## config.mk

```make
export PLATFORM = sky130hd
export DESIGN_NAME = pulse_width_bit_line_encoder_flat
export DESIGN_NICKNAME = d
export VERILOG_FILES = /design/src/rtl/pwbe_pkg.sv /design/src/rtl/pwbe_if.sv /design/src/rtl/pulse_width_bit_line_encoder.sv /design/src/rtl/pwbe_cfg.sv /design/src/rtl/pwbe_front.sv /design/src/rtl/pwbe_fifo.sv /design/src/rtl/pwbe_back.sv /design/src/flat_wrapper.sv
export SDC_FILE = /design/constraint.sdc
export NUM_CORES = 1
export LEC_CHECK = 0
export CORE_MARGIN = 4
export CORE_UTILIZATION = 64
export CTS_CLUSTER_SIZE = 28
export DETAILED_ROUTE_END_ITERATION = 10
export DONT_BUFFER_PORTS = 1
export PLACE_DENSITY_LB_ADDON = 0.12
export SYNTH_ARGS = -nofsm -noshare
export SYNTH_HDL_FRONTEND = slang
export SYNTH_SLANG_ARGS = --single-unit
```

## constraint.sdc

```tcl
create_clock -name clk -period 2.3 [get_ports clk]
set_clock_uncertainty 0.15 [all_clocks]
set_input_delay 0.23 -clock clk [delete_from_list [all_inputs] [get_ports clk]]
set_output_delay 0.23 -clock clk [all_outputs]
set_load 0.01 [all_outputs]
```

## src/rtl/pwbe_pkg.sv

```systemverilog
`timescale 1ns / 1ps

package pwbe_pkg;

  // field widths
  localparam int CMD_W       = 2;
  localparam int BYTE_W      = 8;
  localparam int TICK_W      = 16;
  localparam int BITS_LEFT_W = 4;
  localparam int DATA_W      = 32;

  // register file
  localparam int NUM_REGS  = 8;
  localparam int REG_IDX_W = 3;
  localparam int ADDR_W    = REG_IDX_W + 2;

  typedef logic [REG_IDX_W-1:0] reg_idx_t;

  localparam reg_idx_t REG_PILOT_HI = 3'd0;
  localparam reg_idx_t REG_PILOT_LO = 3'd1;
  localparam reg_idx_t REG_ZERO_HI  = 3'd2;
  localparam reg_idx_t REG_ZERO_LO  = 3'd3;
  localparam reg_idx_t REG_ONE_HI   = 3'd4;
  localparam reg_idx_t REG_ONE_LO   = 3'd5;
  localparam reg_idx_t REG_FINAL_HI = 3'd6;
  localparam reg_idx_t REG_FINAL_LO = 3'd7;

  typedef logic [NUM_REGS-1:0][TICK_W-1:0] cfg_regs_t;

  // reset values, highest register first
  localparam cfg_regs_t CFG_RESET = {16'd40, 16'd10, 16'd20, 16'd30,
                                     16'd30, 16'd20, 16'd10, 16'd40};

  // command codes on the input channel
  typedef logic [CMD_W-1:0] cmd_t;

  localparam cmd_t CMD_TICK   = 2'd0;
  localparam cmd_t CMD_LOAD   = 2'd1;
  localparam cmd_t CMD_FINISH = 2'd2;

  // classified operations passed from front to back
  localparam int OP_W = 3;

  typedef logic [OP_W-1:0] op_t;

  localparam op_t OP_NOP    = 3'd0;
  localparam op_t OP_TICK   = 3'd1;
  localparam op_t OP_LOAD   = 3'd2;
  localparam op_t OP_SKIP   = 3'd3;
  localparam op_t OP_FINISH = 3'd4;

  typedef struct packed {
    op_t               op;
    logic [BYTE_W-1:0] data;
  } q_entry_t;

endpackage

```

## src/rtl/pwbe_if.sv

```systemverilog
`timescale 1ns / 1ps

// input channel: one command transaction
interface pwbe_in_if;
  import pwbe_pkg::*;

  logic              valid;
  logic              ready;
  logic [CMD_W-1:0]  cmd;
  logic [BYTE_W-1:0] data_byte;
  logic              enable;

  modport source (output valid, output cmd, output data_byte, output enable, input ready);
  modport sink   (input valid, input cmd, input data_byte, input enable, output ready);
endinterface

// result channel: line status after each transaction
interface pwbe_out_if;
  logic valid;
  logic ready;
  logic line_level;
  logic busy_res;
  logic rejected;
  logic done_res;

  modport source (output valid, output line_level, output busy_res, output rejected,
                  output done_res, input ready);
  modport sink   (input valid, input line_level, input busy_res, input rejected,
                  input done_res, output ready);
endinterface

```

## src/rtl/pulse_width_bit_line_encoder.sv

```systemverilog
`timescale 1ns / 1ps

// Pulse-width encoder for one output line, paced by tick transactions.
// Input channel (in_chan): cmd 0 is one tick, 1 loads data_byte (sent only when
// enable is high: pilot pulse, then eight bits LSB first, each after a low gap),
// 2 sends the closing final pulse. Loads or finishes while busy are rejected.
// Result channel (out_chan): one result per input transaction with the line
// level, busy flag, rejected flag and a done flag on the tick ending a sequence.
// Segment lengths in ticks come from eight 16-bit registers on the cfg_ port,
// register i at byte address 4*i; write them only while the block is idle.
// A transaction accepted into the queue is popped and its result registered in
// the result register. Throughput: one transaction per cycle while the receiver
// takes results, set by the single sequencer step taken per queue pop.
// A two-entry queue separates the command front from the sequencer; when the
// receiver stalls, the held result stays put, the queue fills and in_chan.ready
// drops after two more transactions.
// Reset (synchronous, rst_n low) empties the queue and result register, puts
// the sequencer idle and restores the register defaults.
module pulse_width_bit_line_encoder
  import pwbe_pkg::*;
#(
  parameter int GAP_TICKS = 1
) (
  input  logic              clk,
  input  logic              rst_n,
  pwbe_in_if.sink           in_chan,
  pwbe_out_if.source        out_chan,
  input  logic              cfg_psel,
  input  logic              cfg_penable,
  input  logic              cfg_pwrite,
  input  logic [ADDR_W-1:0] cfg_paddr,
  input  logic [DATA_W-1:0] cfg_pwdata,
  output logic [DATA_W-1:0] cfg_prdata,
  output logic              cfg_pready
);

  cfg_regs_t regs;
  q_entry_t  push_entry;
  q_entry_t  head;
  logic      push;
  logic      full;
  logic      pop;
  logic      not_empty;

  // configuration registers
  pwbe_cfg u_cfg (
    .clk     (clk),
    .rst_n   (rst_n),
    .psel    (cfg_psel),
    .penable (cfg_penable),
    .pwrite  (cfg_pwrite),
    .paddr   (cfg_paddr),
    .pwdata  (cfg_pwdata),
    .prdata  (cfg_prdata),
    .pready  (cfg_pready),
    .regs    (regs)
  );

  // command intake and classification
  pwbe_front u_front (
    .in_chan (in_chan),
    .q_full  (full),
    .q_push  (push),
    .q_entry (push_entry)
  );

  // queue between front and sequencer
  pwbe_fifo u_fifo (
    .clk        (clk),
    .rst_n      (rst_n),
    .push       (push),
    .push_entry (push_entry),
    .full       (full),
    .pop        (pop),
    .not_empty  (not_empty),
    .head       (head)
  );

  // pulse sequencer and result register
  pwbe_back #(
    .GAP_TICKS (GAP_TICKS)
  ) u_back (
    .clk         (clk),
    .rst_n       (rst_n),
    .regs        (regs),
    .q_not_empty (not_empty),
    .q_head      (head),
    .q_pop       (pop),
    .out_chan    (out_chan)
  );

endmodule

```

## src/rtl/pwbe_cfg.sv

```systemverilog
`timescale 1ns / 1ps

module pwbe_cfg
  import pwbe_pkg::*;
(
  input  logic              clk,
  input  logic              rst_n,
  input  logic              psel,
  input  logic              penable,
  input  logic              pwrite,
  input  logic [ADDR_W-1:0] paddr,
  input  logic [DATA_W-1:0] pwdata,
  output logic [DATA_W-1:0] prdata,
  output logic              pready,
  output cfg_regs_t         regs
);

  cfg_regs_t regs_r;
  reg_idx_t  idx;

  assign idx    = paddr[ADDR_W-1:2];
  assign pready = 1'b1;
  assign regs   = regs_r;

  // register write in the access phase
  always_ff @(posedge clk) begin
    if (!rst_n) begin
      regs_r <= CFG_RESET;
    end else if (psel && penable && pwrite) begin
      regs_r[idx] <= pwdata[TICK_W-1:0];
    end
  end

  // read back, upper half zero
  assign prdata = {{(DATA_W-TICK_W){1'b0}}, regs_r[idx]};

endmodule

```

## src/rtl/pwbe_front.sv

```systemverilog
`timescale 1ns / 1ps

module pwbe_front
  import pwbe_pkg::*;
(
  pwbe_in_if.sink  in_chan,
  input  logic     q_full,
  output logic     q_push,
  output q_entry_t q_entry
);

  assign in_chan.ready = !q_full;
  assign q_push        = in_chan.valid && !q_full;

  // classify the command; a load with enable low becomes a skip
  always_comb begin
    q_entry.data = in_chan.data_byte;
    case (in_chan.cmd)
      CMD_TICK:   q_entry.op = OP_TICK;
      CMD_LOAD:   q_entry.op = in_chan.enable ? OP_LOAD : OP_SKIP;
      CMD_FINISH: q_entry.op = OP_FINISH;
      default:    q_entry.op = OP_NOP;
    endcase
  end

endmodule

```

## src/rtl/pwbe_fifo.sv

```systemverilog
`timescale 1ns / 1ps

module pwbe_fifo
  import pwbe_pkg::*;
(
  input  logic     clk,
  input  logic     rst_n,
  input  logic     push,
  input  q_entry_t push_entry,
  output logic     full,
  input  logic     pop,
  output logic     not_empty,
  output q_entry_t head
);

  localparam int DEPTH = 2;

  q_entry_t   mem_r [DEPTH];
  logic       wr_ptr_r;
  logic       rd_ptr_r;
  logic [1:0] count_r;
  logic [1:0] count_nxt;

  assign full      = (count_r == 2'(DEPTH));
  assign not_empty = (count_r != 2'd0);
  assign head      = mem_r[rd_ptr_r];

  always_comb begin
    count_nxt = count_r;
    if (push && !pop) begin
      count_nxt = count_r + 2'd1;
    end else if (pop && !push) begin
      count_nxt = count_r - 2'd1;
    end
  end

  // entry storage
  always_ff @(posedge clk) begin
    if (push) begin
      mem_r[wr_ptr_r] <= push_entry;
    end
  end

  // pointers and fill level
  always_ff @(posedge clk) begin
    if (!rst_n) begin
      wr_ptr_r <= 1'b0;
      rd_ptr_r <= 1'b0;
      count_r  <= 2'd0;
    end else begin
      if (push) begin
        wr_ptr_r <= !wr_ptr_r;
      end
      if (pop) begin
        rd_ptr_r <= !rd_ptr_r;
      end
      count_r <= count_nxt;
    end
  end

  a_no_overfill: assert property (@(posedge clk) disable iff (!rst_n)
    count_r <= 2'(DEPTH))
    else $error("queue fill level beyond depth");

  a_push_not_full: assert property (@(posedge clk) disable iff (!rst_n)
    push |-> !full)
    else $error("push into full queue");

  a_pop_not_empty: assert property (@(posedge clk) disable iff (!rst_n)
    pop |-> not_empty)
    else $error("pop from empty queue");

  a_ptr_gap: assert property (@(posedge clk) disable iff (!rst_n)
    (count_r == 2'd1) |-> (wr_ptr_r != rd_ptr_r))
    else $error("pointers disagree with fill level");

endmodule

```

## src/rtl/pwbe_back.sv

```systemverilog
`timescale 1ns / 1ps

module pwbe_back
  import pwbe_pkg::*;
#(
  parameter int GAP_TICKS = 1
) (
  input  logic      clk,
  input  logic      rst_n,
  input  cfg_regs_t regs,
  input  logic      q_not_empty,
  input  q_entry_t  q_head,
  output logic      q_pop,
  pwbe_out_if.source out_chan
);

  localparam logic [2:0] PH_IDLE     = 3'd0;
  localparam logic [2:0] PH_PILOT_HI = 3'd1;
  localparam logic [2:0] PH_PILOT_LO = 3'd2;
  localparam logic [2:0] PH_GAP      = 3'd3;
  localparam logic [2:0] PH_BIT_HI   = 3'd4;
  localparam logic [2:0] PH_BIT_LO   = 3'd5;
  localparam logic [2:0] PH_FINAL_HI = 3'd6;
  localparam logic [2:0] PH_FINAL_LO = 3'd7;

  localparam logic              GAP_EN   = (GAP_TICKS > 0);
  localparam logic [TICK_W-1:0] GAP_LOAD = TICK_W'(GAP_TICKS);

  logic [2:0]             phase_r, phase_nxt;
  logic [TICK_W-1:0]      tick_r, tick_nxt;
  logic [BYTE_W-1:0]      shift_r, shift_nxt;
  logic [BITS_LEFT_W-1:0] bits_left_r, bits_left_nxt;
  logic                   busy;
  logic                   rej;
  logic                   done;

  logic out_valid_r;
  logic line_r, busy_r, rej_r, done_r;

  assign busy  = (phase_r != PH_IDLE);
  assign q_pop = q_not_empty && (!out_valid_r || out_chan.ready);

  // sequencer step for the transaction at the queue head
  always_comb begin
    phase_nxt     = phase_r;
    tick_nxt      = tick_r;
    shift_nxt     = shift_r;
    bits_left_nxt = bits_left_r;
    rej           = 1'b0;
    done          = 1'b0;
    case (q_head.op)
      OP_TICK: begin
        if (busy) begin
          if (tick_r > TICK_W'(1)) begin
            tick_nxt = tick_r - TICK_W'(1);
          end else begin
            case (phase_r)
              PH_PILOT_HI: begin
                phase_nxt = PH_PILOT_LO;
                tick_nxt  = regs[REG_PILOT_LO];
              end
              PH_PILOT_LO: begin
                if (GAP_EN) begin
                  phase_nxt = PH_GAP;
                  tick_nxt  = GAP_LOAD;
                end else begin
                  phase_nxt = PH_BIT_HI;
                  tick_nxt  = shift_r[0] ? regs[REG_ONE_HI] : regs[REG_ZERO_HI];
                end
              end
              PH_GAP: begin
                phase_nxt = PH_BIT_HI;
                tick_nxt  = shift_r[0] ? regs[REG_ONE_HI] : regs[REG_ZERO_HI];
              end
              PH_BIT_HI: begin
                phase_nxt = PH_BIT_LO;
                tick_nxt  = shift_r[0] ? regs[REG_ONE_LO] : regs[REG_ZERO_LO];
              end
              PH_BIT_LO: begin
                shift_nxt     = shift_r >> 1;
                bits_left_nxt = bits_left_r - BITS_LEFT_W'(1);
                if (bits_left_r == BITS_LEFT_W'(1)) begin
                  phase_nxt = PH_IDLE;
                  tick_nxt  = '0;
                  done      = 1'b1;
                end else if (GAP_EN) begin
                  phase_nxt = PH_GAP;
                  tick_nxt  = GAP_LOAD;
                end else begin
                  // next bit is the one shifted down into place
                  phase_nxt = PH_BIT_HI;
                  tick_nxt  = shift_r[1] ? regs[REG_ONE_HI] : regs[REG_ZERO_HI];
                end
              end
              PH_FINAL_HI: begin
                phase_nxt = PH_FINAL_LO;
                tick_nxt  = regs[REG_FINAL_LO];
              end
              default: begin
                phase_nxt = PH_IDLE;
                tick_nxt  = '0;
                done      = 1'b1;
              end
            endcase
          end
        end
      end
      OP_LOAD: begin
        if (busy) begin
          rej = 1'b1;
        end else begin
          shift_nxt     = q_head.data;
          bits_left_nxt = BITS_LEFT_W'(BYTE_W);
          phase_nxt     = PH_PILOT_HI;
          tick_nxt      = regs[REG_PILOT_HI];
        end
      end
      OP_SKIP: begin
        rej = busy;
      end
      OP_FINISH: begin
        if (busy) begin
          rej = 1'b1;
        end else begin
          phase_nxt = PH_FINAL_HI;
          tick_nxt  = regs[REG_FINAL_HI];
        end
      end
      default: begin
        rej = 1'b0;
      end
    endcase
  end

  // sequencer state
  always_ff @(posedge clk) begin
    if (!rst_n) begin
      phase_r     <= PH_IDLE;
      tick_r      <= '0;
      shift_r     <= '0;
      bits_left_r <= '0;
    end else if (q_pop) begin
      phase_r     <= phase_nxt;
      tick_r      <= tick_nxt;
      shift_r     <= shift_nxt;
      bits_left_r <= bits_left_nxt;
    end
  end

  // result register
  always_ff @(posedge clk) begin
    if (!rst_n) begin
      out_valid_r <= 1'b0;
    end else begin
      out_valid_r <= q_pop || (out_valid_r && !out_chan.ready);
    end
  end

  always_ff @(posedge clk) begin
    if (q_pop) begin
      line_r <= (phase_nxt == PH_PILOT_HI) || (phase_nxt == PH_BIT_HI) ||
                (phase_nxt == PH_FINAL_HI);
      busy_r <= (phase_nxt != PH_IDLE);
      rej_r  <= rej;
      done_r <= done;
    end
  end

  assign out_chan.valid      = out_valid_r;
  assign out_chan.line_level = line_r;
  assign out_chan.busy_res   = busy_r;
  assign out_chan.rejected   = rej_r;
  assign out_chan.done_res   = done_r;

  a_bits_in_flight: assert property (@(posedge clk) disable iff (!rst_n)
    (phase_r == PH_GAP || phase_r == PH_BIT_HI || phase_r == PH_BIT_LO)
      |-> (bits_left_r != '0))
    else $error("bit phase with no bits left");

  a_done_ends_busy: assert property (@(posedge clk) disable iff (!rst_n)
    (out_valid_r && done_r) |-> (!busy_r && !line_r && !rej_r))
    else $error("done result while still busy");

  a_idle_line_low: assert property (@(posedge clk) disable iff (!rst_n)
    (out_valid_r && !busy_r) |-> !line_r)
    else $error("line high while idle");

  a_pop_fills_result: assert property (@(posedge clk) disable iff (!rst_n)
    q_pop |=> out_valid_r)
    else $error("popped transaction left no result");

endmodule
```

## src/flat_wrapper.sv

```systemverilog
// flat-port wrapper written by rule: the top's interface ports become plain ports
module pulse_width_bit_line_encoder_flat import pwbe_pkg::*;
#(
  parameter int GAP_TICKS = 1
)
  (clk, rst_n, cfg_psel, cfg_penable, cfg_pwrite, cfg_paddr, cfg_pwdata, cfg_prdata, cfg_pready, in_chan_valid, in_chan_cmd, in_chan_data_byte, in_chan_enable, in_chan_ready, out_chan_valid, out_chan_line_level, out_chan_busy_res, out_chan_rejected, out_chan_done_res, out_chan_ready);
  pwbe_in_if in_chan_i ();
  pwbe_out_if out_chan_i ();
  input  logic clk;
  input  logic rst_n;
  input  logic cfg_psel;
  input  logic cfg_penable;
  input  logic cfg_pwrite;
  input  logic [ADDR_W-1:0] cfg_paddr;
  input  logic [DATA_W-1:0] cfg_pwdata;
  output logic [DATA_W-1:0] cfg_prdata;
  output logic cfg_pready;
  input wire logic [$bits(in_chan_i.valid)-1:0] in_chan_valid;
  input wire logic [$bits(in_chan_i.cmd)-1:0] in_chan_cmd;
  input wire logic [$bits(in_chan_i.data_byte)-1:0] in_chan_data_byte;
  input wire logic [$bits(in_chan_i.enable)-1:0] in_chan_enable;
  output wire logic [$bits(in_chan_i.ready)-1:0] in_chan_ready;
  output wire logic [$bits(out_chan_i.valid)-1:0] out_chan_valid;
  output wire logic [$bits(out_chan_i.line_level)-1:0] out_chan_line_level;
  output wire logic [$bits(out_chan_i.busy_res)-1:0] out_chan_busy_res;
  output wire logic [$bits(out_chan_i.rejected)-1:0] out_chan_rejected;
  output wire logic [$bits(out_chan_i.done_res)-1:0] out_chan_done_res;
  input wire logic [$bits(out_chan_i.ready)-1:0] out_chan_ready;
  assign in_chan_i.valid = in_chan_valid;
  assign in_chan_i.cmd = in_chan_cmd;
  assign in_chan_i.data_byte = in_chan_data_byte;
  assign in_chan_i.enable = in_chan_enable;
  assign in_chan_ready = in_chan_i.ready;
  assign out_chan_valid = out_chan_i.valid;
  assign out_chan_line_level = out_chan_i.line_level;
  assign out_chan_busy_res = out_chan_i.busy_res;
  assign out_chan_rejected = out_chan_i.rejected;
  assign out_chan_done_res = out_chan_i.done_res;
  assign out_chan_i.ready = out_chan_ready;
  pulse_width_bit_line_encoder #(.GAP_TICKS(GAP_TICKS)) u_core (.clk(clk), .rst_n(rst_n), .in_chan(in_chan_i), .out_chan(out_chan_i), .cfg_psel(cfg_psel), .cfg_penable(cfg_penable), .cfg_pwrite(cfg_pwrite), .cfg_paddr(cfg_paddr), .cfg_pwdata(cfg_pwdata), .cfg_prdata(cfg_prdata), .cfg_pready(cfg_pready));
endmodule
```

# After elaboration in Yosys (flattened, before gate mapping)
# Memory sizes are Yosys's and may differ from the RTL's. A register that Yosys moved wholly into a read port is not among the register bits.
# Cells that the tools add are included.
# word_totals
regBits,168
ram_bits,22
input_bits,55
output_inout_bits,39
elab_cells,126
memories,1
# op_classes
n_addsub,4
order_cmp,3
eq_ne,22
muxes,43
bitwise,2
reduce_logical,31
# memory_table
memory,depth,word_bits,rd,rd_ports_with_merged_regs,write_ports,line,source
u_core.u_fifo.mem_r,2,11,1,1,1,pwbe_fifo.sv:18,q_entry_t mem_r [DEPTH];
# op_table
operator,n
$bwmux W128,1
$mux W16,8
$pmux W16 S6,1
$bmux W16 S3,1
$demux W16 S3,1
$pmux W16 S3,1
$mux W8,4
$eq A3 B3 Y1 const B,6
$pmux W3 S3,2
$pmux W3 S6,1
$gt A16 B1 Y1 const B,1
$mux W4,4
$pmux W8 S2,1
$sub A16 B1 Y16 const B,1
$eq A3 B2 Y1 const B,4
$mux W3,4
$ne A2 B2 Y1 const B,5
$eq A3 B1 Y1 const B,3
$reduce_bool A3 Y1,3
$logic_and A1 B1 Y1,8
$mux W1,8
$pmux W4 S2,1
$logic_not A1 Y1,7
$mux W2,3
other kinds (18),26

# Longest topological paths before layout
# depth
depth_word,9
mapped_depth,9
depth_no_buf,8

# Modules after synthesis
# From an unflattened synthesis, not the netlist that was laid out.
# hier_totals
hier_cells,988
hier_area_um2,9978.3
# by_module_without_submodules
mod,instances,cells_each,area_per_inst_um2,seq_area_each_um2
pwbe_cfg,1,553,5947.0,2562.5
pwbe_back,1,366,2930.3,760.7
pwbe_fifo,1,56,1011.0,760.7
pwbe_front,1,13,90.1,0.0

# Worst setup path after synthesis
# OpenSTA, ideal clock, no wires.
# synth_path
path_type,flip-flop to flip-flop
start,register u_core.u_back.tick_r[0]
end,register u_core.u_back.line_r (netlist: u_core.u_back.out_chan.line_level) (data pin)
setup_time_ns,0.279
arrival_time_ns,1.643
required_ns,1.871
setup_slack_ns,0.228
stages_incl_launch_ff,7
path_buffers,0
period_less_slack_ns,2.072
path_cell_list,dfxtp_1 inv_1 ha_1 o21ai_1 nor3_1 a221oi_1 mux2i_1
# synth_via
elab_chain_cells,7
elab_cells_between_ends,9
classes_between,order compare (1); eq/ne (3); mux (3); reduce/logical (2)
# synth_lines
item,line,source
"start, declared",pwbe_back.sv:30,"logic [TICK_W-1:0] tick_r, tick_nxt;"
"start signal, assigned",pwbe_back.sv:144,tick_r <= tick_nxt;
$gt A16 B1 Y1 (*),pwbe_back.sv:54,if (tick_r > TICK_W'(1)) begin
$mux W3 (*),pwbe_back.sv:54,
$mux W3 (*),pwbe_back.sv:53,if (busy) begin
$pmux W3 S3 (*),pwbe_back.sv:51,case (q_head.op)
$eq A3 B1 Y1 or $eq A3 B3 Y1 (tied branches),pwbe_back.sv:161,line_r <= (phase_nxt == PH_PILOT_HI) || (phase_nxt == PH_BIT_HI) ||
$logic_or A1 B1 Y1,pwbe_back.sv:161,
$logic_or A1 B1 Y1 (*),pwbe_back.sv:161,
"end signal, assigned",pwbe_back.sv:161,
"end, declared",pwbe_back.sv:38,"logic line_r, busy_r, rej_r, done_r;"
# Mark *: on every way between the ends. The rest lies on a longest branch, timed or not.
# A chain may end at the register's enable or synchronous reset.

# Worst setup path in the final report
# layout_path
start,register u_core.u_back.tick_r[0]
end,register u_core.u_back.tick_r[13]
# layout_via
elab_chain_cells,4
elab_cells_between_ends,5
classes_between,add/sub (1); order compare (1); mux (3)
# layout_lines
item,line
$sub A16 B1 Y16 or $gt A16 B1 Y1 (tied branches),"pwbe_back.sv:55, pwbe_back.sv:54"
$mux W16 (*),pwbe_back.sv:54
$mux W16 (*),pwbe_back.sv:53
$pmux W16 S3 (*),pwbe_back.sv:51
# Mark *: on every way between the ends. The rest lies on a longest branch, timed or not. The select of a mux whose other input is x is not followed.

==> flow_metrics.env <==
export IMPL_synthCells=1175
export IMPL_hold_viol_final=0
export IMPL_antenna_found_initial=0
export IMPL_boundaryPins=94
export IMPL_syn_area_um2=9600
export IMPL_r2r_worst_path_cells=5
export IMPL_clock_sinks=191
export IMPL_vias=9382
export IMPL_synthArstFlopShare_pct=0
export IMPL_nets=1268
export IMPL_path_class="register to register"
export IMPL_crit_arrival_ps=2380
export IMPL_synth_cell_types=75
export IMPL_fmax_mhz=451
export IMPL_top_usage_layer="met2"
export IMPL_htree_levels=4
export IMPL_ir_drop_uv=921
export IMPL_die_area_um2=17000
export IMPL_synthFlopType="dfxtp_1"
export IMPL_rows=44
export IMPL_fillers=1038
export IMPL_dieWidth_um=130
export IMPL_start_util_pct=65.8
export IMPL_multi_input_area_um2=4970
export IMPL_worstPathMaxFanout=6
export IMPL_post_route_min_period_ps=2220
export IMPL_drc_errors=0
export IMPL_cts_root_buf="clkbuf_16"
export IMPL_grtUsageMet2_pct=58.8
export IMPL_wl_per_cell_um=22.5
export IMPL_avgSynthCellArea_um2=8.17
export IMPL_cts_tree="yes"
export IMPL_yosysTopAreaCell="dfxtp_1"
export IMPL_use_met1_pct=46.1
export IMPL_seq_area_frac_synth_pct=42.6
export IMPL_synthToLayoutAreaGrowth_pct=15.8
export IMPL_rsz0062_at_grt="no"
export IMPL_cp_endpoint="u_core.u_back.tick_r[13]$_SDFFE_PN0P_"
export IMPL_drt_iter0_drc=1366
export IMPL_cp_start_kind="register"
export IMPL_yosysTopAreaCellShare_pct=34.4
export IMPL_post_place_cells=1337
export IMPL_synth_edf_count=26
export IMPL_instances_no_fill=1406
export IMPL_wl_um=31600
export IMPL_path_clk_slew_ps=80
export IMPL_leakage_uw=0.00394
export IMPL_finalCritPeriodShare_pct=96.3
export IMPL_p_per_area_nw_per_um2=1120
export IMPL_grt_max_degree=57
export IMPL_fin_hold_ws_ps=149
export IMPL_reg2reg_to="u_core.u_back.tick_r[13]$_SDFFE_PN0P_"
export IMPL_drtAntennaViolNets=0
export IMPL_hold_path_class="input pin to register"
export IMPL_port_buffers=0
export IMPL_core_region_area_um2=14600
export IMPL_r2r_start="u_core.u_back.tick_r[0]$_SDFFE_PN0P_"
export IMPL_die_h_um=130
export IMPL_layout_drive_gt1_share_pct=12.8
export IMPL_setup_viol=0
export IMPL_ff_latch_area_um2=4090
export IMPL_tns_ps=0
export IMPL_grt_overflow_total=0
export IMPL_tightest_slew_ps=643
export IMPL_synth_seq_cells=191
export IMPL_crit_path_end_kind="register"
export IMPL_drt_pre_antenna_iters=8
export IMPL_hpwl_um=19800
export IMPL_grt_pass1_wl_um=48100
export IMPL_outcome="complete, no violations"
export IMPL_grt_pass1_vias=8848
export IMPL_yosysWarningCount=0
export IMPL_numCtsBuffers=17
export IMPL_grt_use_met3_pct=11.1
export IMPL_hold_depth=5
export IMPL_synth_area_top_cells="dfxtp_1, nand2_1, edfxtp_1"
export IMPL_cp_startpoint="u_core.u_back.tick_r[0]$_SDFFE_PN0P_"
export IMPL_cp_required_ps=2470
export IMPL_max_cap_viol_count=0
export IMPL_relSlewSlack_pct=57.1
export IMPL_gp_congestion=1.03
export IMPL_clk_latency_ps=450
export IMPL_clockBufferDepth=2
export IMPL_slew_violations=0
export IMPL_avgViaCountPerCell=6.67
export IMPL_ff2ff_setup_slack_ps=80
export IMPL_grt_usage_pct=37.0
registers in the layout (all words and copies together) (netlist names), 2 cells and up, named ones only:
register / flops
u_core.u_back.bits_left_r: 4
u_core.u_back.phase_r: 3
u_core.u_back.shift_r: 8
u_core.u_back.tick_r: 16
u_core.u_cfg.regs: 128
u_core.u_fifo.count_r: 2
u_core.u_fifo.mem_r: 22
worst min path at each step:
stage	slack [ps]	start	endpoint
detailed placement	160	rst_n	u_core.u_cfg.regs[67]$_SDFFE_PN1P_
finish	150	cfg_paddr[2]	u_core.u_cfg.regs[67]$_SDFFE_PN1P_
floorplan	180	in_chan_data_byte[0]	u_core.u_fifo.mem_r[0][0]$_DFFE_PP_
CTS	130	cfg_paddr[2]	u_core.u_cfg.regs[67]$_SDFFE_PN1P_
global placement	160	rst_n	u_core.u_cfg.regs[3]$_SDFFE_PN1P_
global route	160	cfg_paddr[2]	u_core.u_cfg.regs[67]$_SDFFE_PN1P_
report_power, final:
part           total [uW]  internal (uW)  switching (uW)
clock network        3040           1490            1550
registers            4010           3690             311
logic                5360           2280            3080
total               12400           7470            4940
per-layer routing:
| metal | part of all wire, % | up-vias |
|---|---|---|
| li1 | - | 4208 |
| met1 | 38 | 4377 |
| met2 | 46 | 647 |
| met3 | 12 | 150 |
| met4 | 4.3 | 0 |
| met5 | 0 | - |
cell type report:
cell class / count / share of cell area (%)
antenna: 1 / 0.0225
inverter: 10 / 0.349
timing repair buffer: 117 / 10.6
clock buffer: 17 / 3.83
tap: 184 / 2.07
sequential: 191 / 36.8
multi-input combinational: 871 / 44.7
clock inverter: 15 / 1.67
worst max-delay path, stage by stage (launching register included):
cell and delay [ps]:
dfxtp_1 370, or4_1 660, or2_1 310, or3_1 350, a21boi_1 150, o22ai_1 100
Yosys cell counts, types with 7 or more instances:
library cell  count
buf_2            27
a221oi_1         12
xor2_1            9
a21oi_1         142
nand3_1          29
o22ai_1          12
a22oi_1          86
o21ai_1          10
edfxtp_1         26
clkbuf_1         55
mux2_2            7
inv_1             8
nand2_1         298
xnor2_1           7
o21ai_0          26
nor2_1           40
dfxtp_1         165
buf_4            33
nand4_1          19
mux2i_1          27
or3_1             9
cells by family after synthesis:
kind of cell	count (synthesis)	share of synthesized area [%]
adder cells (fa/ha/maj)	5	0.652
multiplexers	35	3.78
AND/OR/NAND/NOR	462	22.4
other	2	0.0783
AO/OA/AOI/OAI	336	22.3
XOR/XNOR	16	1.46
buffers and inverters	128	6.73
flip-flops	191	42.6
metrics by stage:
step	cell area, um2	power [uW]	setup WS (ps)	utilization, %
global placement	10100	8970	133	69.2
detailed placement	10100	9040	79.5	69.2
floorplan	9650	7360	228	-
CTS	11100	12200	53.6	75.7
finish	11100	12400	84.3	76.2
global route	11100	12900	11.8	76.2
what timing repair did:
item                                    CTS  global route
buffers inserted                          0             2
hold buffers                             34             0
endpoints found under the setup margin    0            17
gates resized for setup                   0             8
hold endpoints to repair                179             0
cells in the final DEF (no fill, tap or decap), types with 7 or more instances in the layout:
cell           instances
conb_1                17
o21ai_0               26
nor2_1                39
a21oi_1              142
edfxtp_1              26
a221oi_1              11
nand4_1               19
mux2i_1               26
o22ai_1               12
dlygate4sd3_1         33
nand2_1              298
buf_4                 67
clkbuf_16             17
buf_12                17
a22oi_1               86
inv_1                  8
o21ai_1               10
xnor2_1                7
xor2_1                 9
mux2_2                 7
dfxtp_1              164
or3_1                  9
nand3_1               29
Note: power is estimated with default switching activity, not from simulation.
